### src/hdl/dap_pkg.sv
// Package: payload structs and constants for the digitizer aggregate parser.
package dap_pkg;

    localparam logic [3:0] BOARD_TAG = 4'hA;

    localparam logic [1:0] KIND_EVENT  = 2'd0;
    localparam logic [1:0] KIND_SINGLE = 2'd1;
    localparam logic [1:0] KIND_DUAL   = 2'd2;
    localparam logic [1:0] KIND_ERROR  = 2'd3;

    localparam logic [15:0] ADDR_BASE = 16'h8000;

    typedef struct packed {
        logic [31:0] word;
        logic        last_word;
    } in_beat_t;

    typedef struct packed {
        logic [1:0]  kind;
        logic [15:0] address;
        logic [46:0] timestamp;
        logic [15:0] energy;
        logic [14:0] short_charge;
        logic        overrange;
        logic [3:0]  flags;
        logic [9:0]  fine_time;
        logic [31:0] trigger_counts;
        logic [13:0] sample_a;
        logic [13:0] sample_b;
        logic [3:0]  probe_bits;
    } out_beat_t;

endpackage

### src/hdl/digitizer_aggregate_parser.sv
// Top level: streaming decoder for PSD channel-aggregate readout buffers.
// Throughput: one word per cycle while the output is not stalled, except the second
// channel header word, which holds the input stalled while the restoring divider runs.
// A result sits in the output register the cycle after its word, or after the divide.
// Reset: asynchronous, active low; parser awaits a board header, output empty.
// Stall is also raised while the output register is full and stalled.
module digitizer_aggregate_parser (
    input  logic                clk,
    input  logic                rst_n,
    input  logic                in_valid,
    output logic                in_stall,
    input  dap_pkg::in_beat_t   in_data,
    output logic                out_valid,
    input  logic                out_stall,
    output dap_pkg::out_beat_t  out_data
);

    typedef enum logic [3:0] {
        PH_BOARD_HDR, PH_BOARD_ID, PH_BOARD_CNT, PH_BOARD_TIME,
        PH_CH_HDR0, PH_CH_HDR1, PH_DIV, PH_EV_TIME, PH_EV_SAMPLES,
        PH_EV_EXTRAS, PH_EV_CHARGE, PH_SKIP
    } phase_t;

    phase_t      phase_reg, phase_next;
    logic [4:0]  board_id_reg, board_id_next;
    logic [7:0]  mask_reg, mask_next;
    logic [2:0]  pair_reg, pair_next;
    logic [21:0] events_reg, events_next;
    logic [17:0] nsw_reg, nsw_next;
    logic [17:0] scount_reg, scount_next;
    logic [5:0]  fmt_reg, fmt_next;
    logic [15:0] addr_reg, addr_next;
    logic [46:0] time_reg, time_next;
    logic [45:0] extras_reg, extras_next;
    logic [27:0] owed_reg, owed_next;
    // divider: remainder, quotient, divisor, step count, last flag of held word
    logic [18:0] rem_reg, rem_next;
    logic [21:0] quo_reg, quo_next;
    logic [18:0] size_reg, size_next;
    logic [4:0]  step_reg, step_next;
    logic        dlast_reg, dlast_next;
    logic        ovalid_reg, ovalid_next;
    dap_pkg::out_beat_t obeat_reg, obeat_next;

    logic        accept, oready;
    logic [31:0] w;
    logic        lst;

    assign oready    = !ovalid_reg || !out_stall;
    assign in_stall  = !oready || (phase_reg == PH_DIV);
    assign accept    = in_valid && !in_stall;
    assign out_valid = ovalid_reg;
    assign out_data  = obeat_reg;
    assign w   = in_data.word;
    assign lst = in_data.last_word;

    // find next set pair at or above start
    function automatic logic [3:0] seek(input logic [7:0] m, input logic [3:0] start);
        logic [3:0] r;
        r = 4'd8;
        for (int p = 7; p >= 0; p--)
            if (m[p] && 4'(p) >= start)
                r = 4'(p);
        return r;
    endfunction

    always_comb
    begin
        logic        err;
        logic [3:0]  sk;
        logic [27:0] owed_dec;
        logic [19:0] trial;
        logic [21:0] ev;
        logic [2:0]  xf;
        logic        emit;
        phase_next  = phase_reg;
        board_id_next = board_id_reg;
        mask_next   = mask_reg;
        pair_next   = pair_reg;
        events_next = events_reg;
        nsw_next    = nsw_reg;
        scount_next = scount_reg;
        fmt_next    = fmt_reg;
        addr_next   = addr_reg;
        time_next   = time_reg;
        extras_next = extras_reg;
        owed_next   = owed_reg;
        rem_next    = rem_reg;
        quo_next    = quo_reg;
        size_next   = size_reg;
        step_next   = step_reg;
        dlast_next  = dlast_reg;
        ovalid_next = ovalid_reg && out_stall;
        obeat_next  = obeat_reg;
        err  = 1'b0;
        emit = 1'b0;
        sk   = 4'd0;
        trial = 20'd0;
        ev   = 22'd0;
        xf   = fmt_reg[5:3];
        owed_dec = (owed_reg != 28'd0) ? owed_reg - 28'd1 : owed_reg;

        if (phase_reg == PH_DIV)
        begin
            // one restoring divide step per cycle over the 22-bit word count
            trial = {rem_reg, quo_reg[21]} - {1'b0, size_reg};
            if (!trial[19])
            begin
                rem_next = trial[18:0];
                quo_next = {quo_reg[20:0], 1'b1};
            end
            else
            begin
                rem_next = {rem_reg[17:0], quo_reg[21]};
                quo_next = {quo_reg[20:0], 1'b0};
            end
            step_next = step_reg + 5'd1;
            if (step_reg == 5'd21)
            begin
                // quotient of count/size; (count-2)/size equals it when rem==2
                ev = quo_next;
                if (!(rem_next == 19'd2 || (size_reg == 19'd2 && rem_next == 19'd0)))
                    err = 1'b1;
                else
                begin
                    if (size_reg == 19'd2 && rem_next == 19'd0 && ev != 22'd0)
                        ev = ev - 22'd1;
                    events_next = ev;
                    if (ev == 22'd0)
                    begin
                        sk = seek(mask_reg, {1'b0, pair_reg} + 4'd1);
                        if (sk[3]) phase_next = PH_BOARD_HDR;
                        else
                        begin
                            phase_next = PH_CH_HDR0;
                            pair_next  = sk[2:0];
                        end
                    end
                    else
                        phase_next = PH_EV_TIME;
                end
                if (!err && dlast_reg && (phase_next != PH_BOARD_HDR || owed_reg != 28'd0))
                    err = 1'b1;
                if (err)
                begin
                    emit = 1'b1;
                    obeat_next = '0;
                    obeat_next.kind = dap_pkg::KIND_ERROR;
                    phase_next = dlast_reg ? PH_BOARD_HDR : PH_SKIP;
                end
                if (dlast_reg)
                begin
                    owed_next = 28'd0;
                    if (!err) phase_next = PH_BOARD_HDR;
                end
            end
        end
        else if (accept)
        begin
            if (phase_reg == PH_SKIP)
            begin
                if (lst)
                begin
                    phase_next = PH_BOARD_HDR;
                    owed_next  = 28'd0;
                end
            end
            else
            begin
                owed_next = owed_dec;
                unique case (phase_reg)
                    PH_BOARD_HDR:
                    begin
                        if (w[31:28] != dap_pkg::BOARD_TAG) err = 1'b1;
                        else
                        begin
                            if (w[27:0] != 28'd0 && (w[27:0] - 28'd1) > owed_dec)
                                owed_next = w[27:0] - 28'd1;
                            phase_next = PH_BOARD_ID;
                        end
                    end
                    PH_BOARD_ID:
                    begin
                        board_id_next = w[31:27];
                        mask_next     = w[7:0];
                        phase_next    = PH_BOARD_CNT;
                    end
                    PH_BOARD_CNT: phase_next = PH_BOARD_TIME;
                    PH_BOARD_TIME:
                    begin
                        sk = seek(mask_reg, 4'd0);
                        if (sk[3]) phase_next = PH_BOARD_HDR;
                        else
                        begin
                            phase_next = PH_CH_HDR0;
                            pair_next  = sk[2:0];
                        end
                    end
                    PH_CH_HDR0:
                    begin
                        if (!w[31]) err = 1'b1;
                        else
                        begin
                            events_next = w[21:0];
                            phase_next  = PH_CH_HDR1;
                        end
                    end
                    PH_CH_HDR1:
                    begin
                        if (w[30:29] != 2'b11) err = 1'b1;
                        else
                        begin
                            fmt_next  = {w[26:24], w[27], w[28], w[31]};
                            nsw_next  = {w[15:0], 2'b00};
                            size_next = {1'b0, w[15:0], 2'b00} + 19'd2 + 19'(w[28]);
                            rem_next  = 19'd0;
                            quo_next  = events_reg;
                            step_next = 5'd0;
                            dlast_next = lst;
                            phase_next = PH_DIV;
                        end
                    end
                    PH_EV_TIME:
                    begin
                        addr_next = dap_pkg::ADDR_BASE + {3'd0, board_id_reg, 8'd0}
                                  + {12'd0, pair_reg, 1'b0} + {15'd0, w[31]};
                        time_next   = {16'd0, w[30:0]};
                        extras_next = '0;
                        scount_next = '0;
                        if (fmt_reg[2] && nsw_reg != 18'd0) phase_next = PH_EV_SAMPLES;
                        else phase_next = fmt_reg[1] ? PH_EV_EXTRAS : PH_EV_CHARGE;
                    end
                    PH_EV_SAMPLES:
                    begin
                        emit = 1'b1;
                        obeat_next = '0;
                        obeat_next.kind = fmt_reg[0] ? dap_pkg::KIND_DUAL
                                                     : dap_pkg::KIND_SINGLE;
                        obeat_next.address    = addr_reg;
                        obeat_next.timestamp  = time_reg;
                        obeat_next.sample_a   = w[13:0];
                        obeat_next.sample_b   = w[29:16];
                        obeat_next.probe_bits = {w[31], w[30], w[15], w[14]};
                        scount_next = scount_reg + 18'd1;
                        if (scount_next >= nsw_reg)
                            phase_next = fmt_reg[1] ? PH_EV_EXTRAS : PH_EV_CHARGE;
                    end
                    PH_EV_EXTRAS:
                    begin
                        if (xf == 3'd0 || xf == 3'd1 || xf == 3'd2)
                            time_next = time_reg | {w[31:16], 31'd0};
                        if (xf == 3'd1 || xf == 3'd2)
                            extras_next[3:0] = extras_reg[3:0] | w[15:12];
                        if (xf == 3'd2)
                            extras_next[13:4] = extras_reg[13:4] | w[9:0];
                        if (xf == 3'd4)
                            extras_next[45:14] = extras_reg[45:14] | w;
                        phase_next = PH_EV_CHARGE;
                    end
                    PH_EV_CHARGE:
                    begin
                        emit = 1'b1;
                        obeat_next = '0;
                        obeat_next.kind      = dap_pkg::KIND_EVENT;
                        obeat_next.address   = addr_reg;
                        obeat_next.timestamp = time_reg;
                        obeat_next.energy    = w[31:16];
                        obeat_next.short_charge = w[14:0];
                        obeat_next.overrange = w[15];
                        obeat_next.flags     = extras_reg[3:0];
                        obeat_next.fine_time = extras_reg[13:4];
                        obeat_next.trigger_counts = extras_reg[45:14];
                        ev = (events_reg != 22'd0) ? events_reg - 22'd1 : events_reg;
                        events_next = ev;
                        if (ev != 22'd0) phase_next = PH_EV_TIME;
                        else
                        begin
                            sk = seek(mask_reg, {1'b0, pair_reg} + 4'd1);
                            if (sk[3]) phase_next = PH_BOARD_HDR;
                            else
                            begin
                                phase_next = PH_CH_HDR0;
                                pair_next  = sk[2:0];
                            end
                        end
                    end
                    default: err = 1'b1;
                endcase

                // the channel header check resolves later in the divider
                if (phase_next != PH_DIV)
                begin
                    if (!err && lst && (phase_next != PH_BOARD_HDR || owed_next != 28'd0))
                        err = 1'b1;
                    if (err)
                    begin
                        emit = 1'b1;
                        obeat_next = '0;
                        obeat_next.kind = dap_pkg::KIND_ERROR;
                        phase_next = lst ? PH_BOARD_HDR : PH_SKIP;
                    end
                    if (lst)
                    begin
                        owed_next = 28'd0;
                        if (!err) phase_next = PH_BOARD_HDR;
                    end
                end
            end
        end
        if (emit) ovalid_next = 1'b1;
    end

    always_ff @(posedge clk or negedge rst_n)
    begin
        if (!rst_n)
        begin
            phase_reg    <= PH_BOARD_HDR;
            board_id_reg <= '0;
            mask_reg     <= '0;
            pair_reg     <= '0;
            events_reg   <= '0;
            nsw_reg      <= '0;
            scount_reg   <= '0;
            fmt_reg      <= '0;
            addr_reg     <= '0;
            time_reg     <= '0;
            extras_reg   <= '0;
            owed_reg     <= '0;
            step_reg     <= '0;
            dlast_reg    <= 1'b0;
            ovalid_reg   <= 1'b0;
        end
        else
        begin
            phase_reg    <= phase_next;
            board_id_reg <= board_id_next;
            mask_reg     <= mask_next;
            pair_reg     <= pair_next;
            events_reg   <= events_next;
            nsw_reg      <= nsw_next;
            scount_reg   <= scount_next;
            fmt_reg      <= fmt_next;
            addr_reg     <= addr_next;
            time_reg     <= time_next;
            extras_reg   <= extras_next;
            owed_reg     <= owed_next;
            step_reg     <= step_next;
            dlast_reg    <= dlast_next;
            ovalid_reg   <= ovalid_next;
        end
    end

    always_ff @(posedge clk)
    begin
        rem_reg   <= rem_next;
        quo_reg   <= quo_next;
        size_reg  <= size_next;
        obeat_reg <= obeat_next;
    end

endmodule
### config.mk
export PLATFORM = sky130hd
export DESIGN_NAME = digitizer_aggregate_parser
export DESIGN_NICKNAME = d
export VERILOG_FILES = /design/src/hdl/dap_pkg.sv /design/src/hdl/digitizer_aggregate_parser.sv
export SDC_FILE = /design/constraint.sdc
export NUM_CORES = 1
export LEC_CHECK = 0
export BUFFER_PORTS_ARGS = -buffer_cell sky130_fd_sc_hd__buf_2
export CAP_MARGIN = 10
export CELL_PAD_IN_SITES_DETAIL_PLACEMENT = 0
export CELL_PAD_IN_SITES_GLOBAL_PLACEMENT = 1
export CORE_MARGIN = 2
export CORE_UTILIZATION = 47
export DETAILED_ROUTE_END_ITERATION = 10
export PLACE_DENSITY_LB_ADDON = 0.1
export SLEW_MARGIN = 20
export SYNTH_ARGS = -nofsm -noshare
export SYNTH_HDL_FRONTEND = slang
export SYNTH_SLANG_ARGS = --single-unit
### constraint.sdc
create_clock -name clk -period 10.6 [get_ports clk]
set_input_delay 0 -clock clk [delete_from_list [all_inputs] [get_ports clk]]
set_output_delay 0 -clock clk [all_outputs]
set_load 0.02 [all_outputs]
# After elaboration in Yosys (flattened, before gate mapping)
# Cells that the tools add are included.
[word_totals]
n_memories = 0
wordCells = 327
romBits = 0
in_bits = 37
mem_bits_rw = 0
output_inout_bits = 177
latch_bits = 0
ff_bits = 461
[op_classes]
n_reduce_logical = 67
div = 0
magnitude_cmp = 10
bitwise = 7
multipliers = 0
n_addsub = 13
mux = 161
shift = 0
eq_ne = 37
[op_table]
columns = ["op", "count"]
rows = [
  ["$mux W175", 7],
  ["$mux W28", 15],
  ["$mux W22", 17],
  ["$pmux W175 S2", 1],
  ["$mux W4", 55],
  ["$mux W19", 7],
  ["$pmux W47 S2", 1],
  ["$pmux W46 S2", 1],
  ["$reduce_bool A28 Y1", 3],
  ["$reduce_bool A22 Y1", 3],
  ["$sub A28 B1 Y28 const B", 2],
  ["$mux W47", 1],
  ["$or A47 B47 Y47", 1],
  ["$pmux W22 S2", 1],
  ["$sub A22 B1 Y22 const B", 2],
  ["$mux W3", 14],
  ["$pmux W4 S10", 1],
  ["$eq A19 B2 Y1 const B", 2],
  ["$pmux W18 S2", 1],
  ["$mux W32", 1],
  ["$or A32 B32 Y32", 1],
  ["$gt A28 B28 Y1", 1],
  ["$mux W1", 27],
  ["$mux W5", 5],
  ["other kinds (51)", 125],
]

# Logic depth before layout (Yosys ltp)
# Gate-level depths: netlist of the first run.
[logic_depth]
depth_word = 37
ltp_mapped = 26
mapped_depth_nobuf = 22

# Worst setup path after synthesis of the first run
# Ideal clock, no wire load.
[synth_path]
kind = "register to register"
start = "register rem_reg[1]"
end = "register obeat_reg (netlist bit out_data[0]) (enable)"
path_buffers = 3
path_slack_ns = 3.066
arrival_time_ns = 7.061
setup_time_ns = 0.472
t_required_ns = 10.128
stages_incl_launch_ff = 21
synth_period_minus_slack_ns = 7.534
path_cell_list = "edfxtp_1 ha_1 or3_1 o221a_2 a221oi_2 o21ai_2 xor2_2 clkinv_1 clkbuf_1 clkbuf_1 ha_1 nand4b_1 o311ai_1 or2_2 clkbuf_1 nor3_1 and4_1 o2bb2ai_1 nor4_2 a311oi_1 a31o_2"
[synth_between]
elab_chain_len = 23
word_cells_on_any_way = 34
classes_between = "add/sub: 2; eq/ne: 2; mux: 18; reduce/logical: 12"
[synth_lines]
columns = ["element", "line", "rtl"]
rows = [
  ["start: declaration", "digitizer_aggregate_parser.sv:37", "logic [18:0] rem_reg, rem_next;"],
  ["start signal: assignment", "digitizer_aggregate_parser.sv:355", "rem_reg <= rem_next;"],
  ["parallel branches: the longest is 18 deep, another holds $sub A22 B1 Y22", "--", ""],
  ["$mux W1 (*)", "digitizer_aggregate_parser.sv:142", "if (!err && dlast_reg && (phase_next != PH_BOARD_HDR || owed_reg != 28'd0))"],
  ["$mux W1 (*)", "digitizer_aggregate_parser.sv:118", "if (step_reg == 5'd21)"],
  ["$mux W1 (*)", "digitizer_aggregate_parser.sv:103", "if (phase_reg == PH_DIV)"],
  ["$ne A2 B1 Y1 (no line) (*)", "--", ""],
  ["$reduce_and A4 Y1 (no line) (*)", "--", ""],
  ["end signal: assignment", "digitizer_aggregate_parser.sv:358", "obeat_reg <= obeat_next;"],
  ["end: declaration", "digitizer_aggregate_parser.sv:43", "dap_pkg::out_beat_t obeat_reg, obeat_next;"],
]
# Mark *: on every way between the ends. The select of a mux whose other input is x is not followed.
# A chain may end at the register's enable or synchronous reset.

# Worst setup path in the final report of the first run
[layout_path]
start = "register rem_reg[11]"
end = "register obeat_reg (netlist bit out_data[62]) (enable)"
# The elaborated chain is that of the path after synthesis.

==> results.yml, run 1 <==
power:
  ir_drop_mv: 0.1931
  leakagePower_uw: 0.01227
  pwr_density_cell_nw_per_um2: 288.4
die:
  die_w_um: 238.6
  die_h_um: 238.6
  core_um2: 54770
  rows: 86
  die_area_um2: 56950
  ios: 214
  start_util_pct: 47.25
logic_synthesis:
  yosys.area_share.simple_pct: 19.40
  synth_xor_area_share_pct: 4.091
  syn_inst: 2708
  seq_area_frac_synth_pct: 48.31
  syn-cell-area_um2: 25880
  synth_top_family_by_area: "simple AND/OR/NAND/NOR gates"
  synthFlopType: "edfxtp_1"
  synthMuxAreaShare_pct: 3.148
  synth_edf_count: 233
  synthTopCellsByArea: "edfxtp_1 (27%), dfrtp_1 (21%), nand2_1 (5.2%)"
  yosysTopAreaCellShare_pct: 27.04
  yosys.area_share.adder_pct: 3.723
  synth_fp_nets: 2822
  synth_area_leader_cell: "edfxtp_1"
  avgSynthCellArea_um2: 9.556
  yosysWarnings: 0
  synth-compound-area-share_pct: 16.58
  yosysUniqueCellTypes: 99
  synthArstFlopShare_pct: 48.57
  synth_seq_cells: 453
setup_path:
  cp.required_ns: 10.78
  rrSetupSlack_ns: 3.14
  crit_type: "reg -> reg"
  rr_startpoint: "rem_reg[11]"
  worst_r2r_endpoint: "out_data[62]"
  cp_max_fo: 175
  ff2ff_path_depth: 20
  crit_path_start_kind: "flop"
  worstPathArrival_ns: 7.64
  cp-end-kind: "flop"
clocking:
  cts_max_path_buffers: 3
  cts_made_buffers: 50
  path_clk_slew_ns: 0.06
  clk_latency_ns: 0.61
  clkSinkCount: 453
  cts_tree: "yes"
  cts_htree_levels: 2
  cts_root_buf: "clkbuf_16"
timing:
  finalCriticalPeriod_ns: 7.457
  rsz0062_at_grt: "false"
  fmax_mhz: 134.1
  worstMarginPinSlew_ns: 1.129
  fin_crit_sh_pct: 70.35
  skew_ns: 0.03208
  slew_violations: 0
  fin_setup_tns_ns: 0
  hold_viol: 2
  hold_ws_ns: -0.004899
  relSlewSlack_pct: 24.76
  finalSetupViolations: 0
outcome:
  status: "finished, violations left"
  violations: "hold timing"
place:
  dp_hpwl_mm: 56.61
  place_congestion: 0.8942
  port_buffers: 213
layout:
  area_growth_pct: 12.87
  final_net_count: 2937
  layout_common_cells: "nand2_1 (359), nor2_1 (289), edfxtp_1 (233)"
  final_common_cell: "nand2_1"
  largest_reg_flops: 175
  drive_gt1_share_pct: 17.31
  nFillCells: 5031
route:
  routed_via_density: 6.107
  drc_errors: 0
  post_drt_wl_per_cell_um: 24.56
  drtIter0Drc: 2057
  vias: 21810
  wl_mm: 87.70
  ant_nets: 0
  first_pass_iters: 5
run:
  drv_cap: 0
global_routing:
  grt_overflow_total: 0
  grt_usage_pct: 30.39
  grt_max_degree: 176
  grt_pass1_vias: 20890
  grt_pass1_wl_mm: 132.3
  grt_antenna_before_repair: 4
hold_path:
  hold_class: "in -> async"
repair_timing:
item / in CTS / in global routing
gates resized for setup: 0 / 0
hold buffers: 35 / 0
endpoints found under the hold margin: 205 / 0
buffers inserted: 0 / 0
worst max path at each step:
| stage | end | start | cells after the start | slack (ns) |
|---|---|---|---|---|
| CTS | out_data[47] | owed_reg[2] | 21 | 3.26 |
| global placement | out_data[66] | owed_reg[2] | 21 | 3.32 |
| detailed placement | out_data[39] | owed_reg[2] | 21 | 3.27 |
| finish | out_data[62] | rem_reg[11] | 20 | 3.14 |
| global route | out_data[47] | owed_reg[2] | 21 | 2.67 |
| floorplan | out_data[0] | rem_reg[1] | 20 | 3.07 |
cell usage after synthesis (all sizes together), types with 61 or more instances:
cell      n
nand2   360
nor2    294
a21oi   263
edfxtp  233
dfrtp   220
clkbuf  158
o21ai   113
ha       77
nor3     77
inv      71
nand3    71
xor2     61
final cells by class:
type / instances / area [um2] / area share (%)
Tap cell: 704 / 880.8 / 3.016
Antenna cell: 2 / 5.005 / 0.01714
Multi-Input combinational cell: 1971 / 12210 / 41.80
Timing Repair Buffer: 275 / 1667 / 5.706
Sequential cell: 453 / 12500 / 42.81
Clock inverter: 28 / 290.3 / 0.9939
Inverter: 72 / 270.3 / 0.9253
Clock buffer: 66 / 1383 / 4.734
metal layers:
| layer | vias to the layer above | wire (um) | GRT usage, % |
|---|---|---|---|
| li1 | 9977 | - | - |
| met1 | 10910 | 38000 | 41.82 |
| met2 | 810 | 40140 | 47.90 |
| met3 | 113 | 7310 | 7.748 |
| met4 | 0 | 2246 | 7.841 |
| met5 | - | 0 | 0 |
per-stage QoR:
step / instance area (um2) / util (%) / std cells / total power, uW / setup WS (ns)
final: 29210 / 53.33 / 3571 / 8424 / 3.143
after global routing: 29200 / 53.32 / 3569 / 8918 / 2.674
after CTS: 29200 / 53.31 / 3569 / 8437 / 3.261
after detailed placement: 27170 / 49.61 / 3440 / 6601 / 3.266
after global placement: 27170 / 49.61 / 3440 / 6567 / 3.320
after floorplan: 25880 / - / 2708 / 5487 / 3.066
cells by family (layout without fill, tap and decap cells):
logic type | after synthesis | in the layout
AND/OR/NAND/NOR | 1061 | 1061
AO/OA/AOI/OAI | 639 | 639
flip-flops | 453 | 453
buffers and inverters | 284 | 441
XOR/XNOR | 120 | 120
adder cells (fa/ha/maj) | 77 | 77
multiplexers | 74 | 74
other | 0 | 2
report_power, final:
| part | total (uW) | switching [uW] | internal, uW |
|---|---|---|---|
| Clock | 1800 | 773 | 1020 |
| Combinational | 3490 | 2370 | 1130 |
| Sequential | 3130 | 525 | 2610 |
worst max-delay path, cell delays in order (launching register included):
cell	delay [ns]
edfxtp_1	0.43
ha_1	0.44
a21oi_1	0.32
o21ai_0	0.22
a2111oi_0	0.50
o21ai_2	0.18
xor2_2	0.18
clkinv_1	0.77
ha_1	0.54
nand4b_1	0.14
or3_1	0.19
nand2_1	0.11
nor4_1	0.41
nand2_1	0.23
nor3_1	0.27
and4_1	0.25
o22ai_1	0.10
nor4_2	0.76
a311oi_1	0.24
a31o_4	0.27
buf_12	0.29
(Power assumes the default switching activity.)
==> inputs of run 2 (changes only) <==
- CORE_UTILIZATION: 47 -> 43
- clock period: 10.6 -> 6.3 ns (I/O delays scaled with it)
==> run 2 against run 1 <==
Against the previous run:
- the flow now finishes without violations
- sequential cell count did not move
- first-iteration DRC count down 12%
- clock skew rose by 0.016 ns
- routed wire length is 3.8% higher
- sequential share of layout area down 0.84 points
- core utilization shrank 3.0 points
==> results.yml, run 2 (synthesis results as in run 1) <==
timing:
  hold_ws_ns: 0.05093
  rsz0062_at_grt: "false"
  fmax_mhz: 168.5
  timing.final.ws_setup_ns: 0.3651
  fin_crit_sh_pct: 94.20
  finalCriticalPeriod_ns: 5.935
  relSlewSlack_pct: 26.02
  worstMarginPinSlew_ns: 1.100
  fin_setup_tns_ns: 0
  slew_violations: 0
  hold_viol: 0
  finalSetupViolations: 0
  skew_ns: 0.04798
global_routing:
  grt_pass1_wl_mm: 137.2
  grt_overflow_total: 0
  grt_pass1_vias: 21370
  grt_antenna_before_repair: 1
  grt_max_degree: 178
  grt_usage_pct: 28.78
outcome:
  status: "finished clean"
die:
  start_util_pct: 43.68
  die_h_um: 249.3
  core_um2: 59240
  die_w_um: 249.3
  die_area_um2: 62160
  ios: 214
  rows: 89
power:
  leakagePower_uw: 0.01256
  ir_drop_mv: 0.3831
  pwr_density_cell_nw_per_um2: 483.1
clocking:
  cts_htree_levels: 2
  clkSinkCount: 453
  cts_made_buffers: 50
  cts_root_buf: "clkbuf_16"
  path_clk_slew_ns: 0.06
  clk_latency_ns: 0.64
  cts_max_path_buffers: 3
  cts_tree: "yes"
setup_path:
  crit_top_cell: "nor2_1"
  crit_path_start_kind: "flop"
  cp_max_fo: 30
  cp_slowest_stage_delay_ns: 0.61
  path_depth: 21
  ff2ff_path_depth: 21
  crit_chain: "or4_4 -> nor4b_4 -> and2_1 -> nand3_1 -> nor2_1 -> and4b_1 -> xnor2_1 -> ha_1 -> nand4_1 -> nor2_1 -> nand3_1 -> or3_1 -> o211a_1 -> nand3b_2 -> nor4b_2 -> o2111ai_1 -> buf_4 -> and3_1 -> or2_4 -> buf_4 -> nor2_1"
  worstPathArrival_ns: 6.30
  worst_path_dominant_cell_family: "simple AND/OR/NAND/NOR gates"
  cp-end-kind: "flop"
  crit_slowest_cell: "or4_4"
  crit_buf_inv: 2
  cp.required_ns: 6.66
  crit_type: "reg -> reg"
layout:
  layout_common_cells: "nand2_1 (359), nor2_1 (291), edfxtp_1 (233)"
  largest_reg_flops: 175
  final_net_count: 2985
  n_antenna_cell: 0
  drive_gt1_share_pct: 18.95
  area_growth_pct: 15.13
  final_common_cell: "nand2_1"
  final_area_um2: 29790
place:
  dpl-instance-area_um2: 27750
  dp_slack_ns: 0.4033
  place_congestion: 0.8930
  dp_hpwl_mm: 61.07
  port_buffers: 213
route:
  vias: 21950
  wl_mm: 91.03
  drc_errors: 0
  routed_via_density: 5.956
  ant_nets: 0
  drtIter0Drc: 1812
  post_drt_wl_per_cell_um: 24.70
  first_pass_iters: 5
hold_path:
  hold_class: "in -> async"
run:
  drv_cap: 0
run 2: per-layer routing:
layer / wire length (um) / global-route usage [%] / vias to the layer above / share of wire [%]
met5: 0 / 0 / - / 0
met3: 6449 / 5.486 / 115 / 7.1
met1: 38660 / 38.49 / 10990 / 42
met2: 43410 / 47.41 / 778 / 48
li1: - / - / 10070 / -
met4: 2516 / 8.692 / 0 / 2.8
run 2: path summary, 6_finish.rpt:
path,startpoint,end,slack (ns)
min in group clk,in_data[3],size_reg[4],0.06
hold / removal,rst_n,extras_reg[23],0.05
setup reg to reg,owed_reg[2],out_data[59],0.37
hold reg to reg,addr_reg[15],addr_reg[15],0.48
setup / recovery,owed_reg[2],out_data[59],0.37
max in group asynchronous,rst_n,owed_reg[16],4.90
run 2: power breakdown:
part           internal, uW  leakage (uW)  switching (uW)
Sequential             4380       0.00519             962
Combinational          2030       0.00653            3980
Clock                  1730      0.000832            1310
run 2: what timing repair did:
item,4_1_cts,5_1_grt
resized for setup,0,2
endpoints found under the hold margin,239,0
hold buffers,34,0
buffers inserted,0,0
endpoints found under the setup margin,0,87
run 2: per-stage QoR:
| stage | std cells | power (uW) | util, % |
|---|---|---|---|
| after CTS | 3686 | 14410 | 50.27 |
| after global routing | 3686 | 15230 | 50.29 |
| after global placement | 3558 | 11260 | 46.84 |
| final | 3686 | 14390 | 50.29 |
| after floorplan | 2708 | 9220 | - |
| after detailed placement | 3558 | 11310 | 46.84 |
run 2: area by class of cell:
class / count / area, um2
Fill cell: 5571 / 29450
Sequential cell: 453 / 12500
Multi-Input combinational cell: 1971 / 12240
Timing Repair Buffer: 323 / 2116
Clock buffer: 71 / 1440
Tap cell: 773 / 967.2
Inverter: 72 / 271.5
Clock inverter: 23 / 255.2
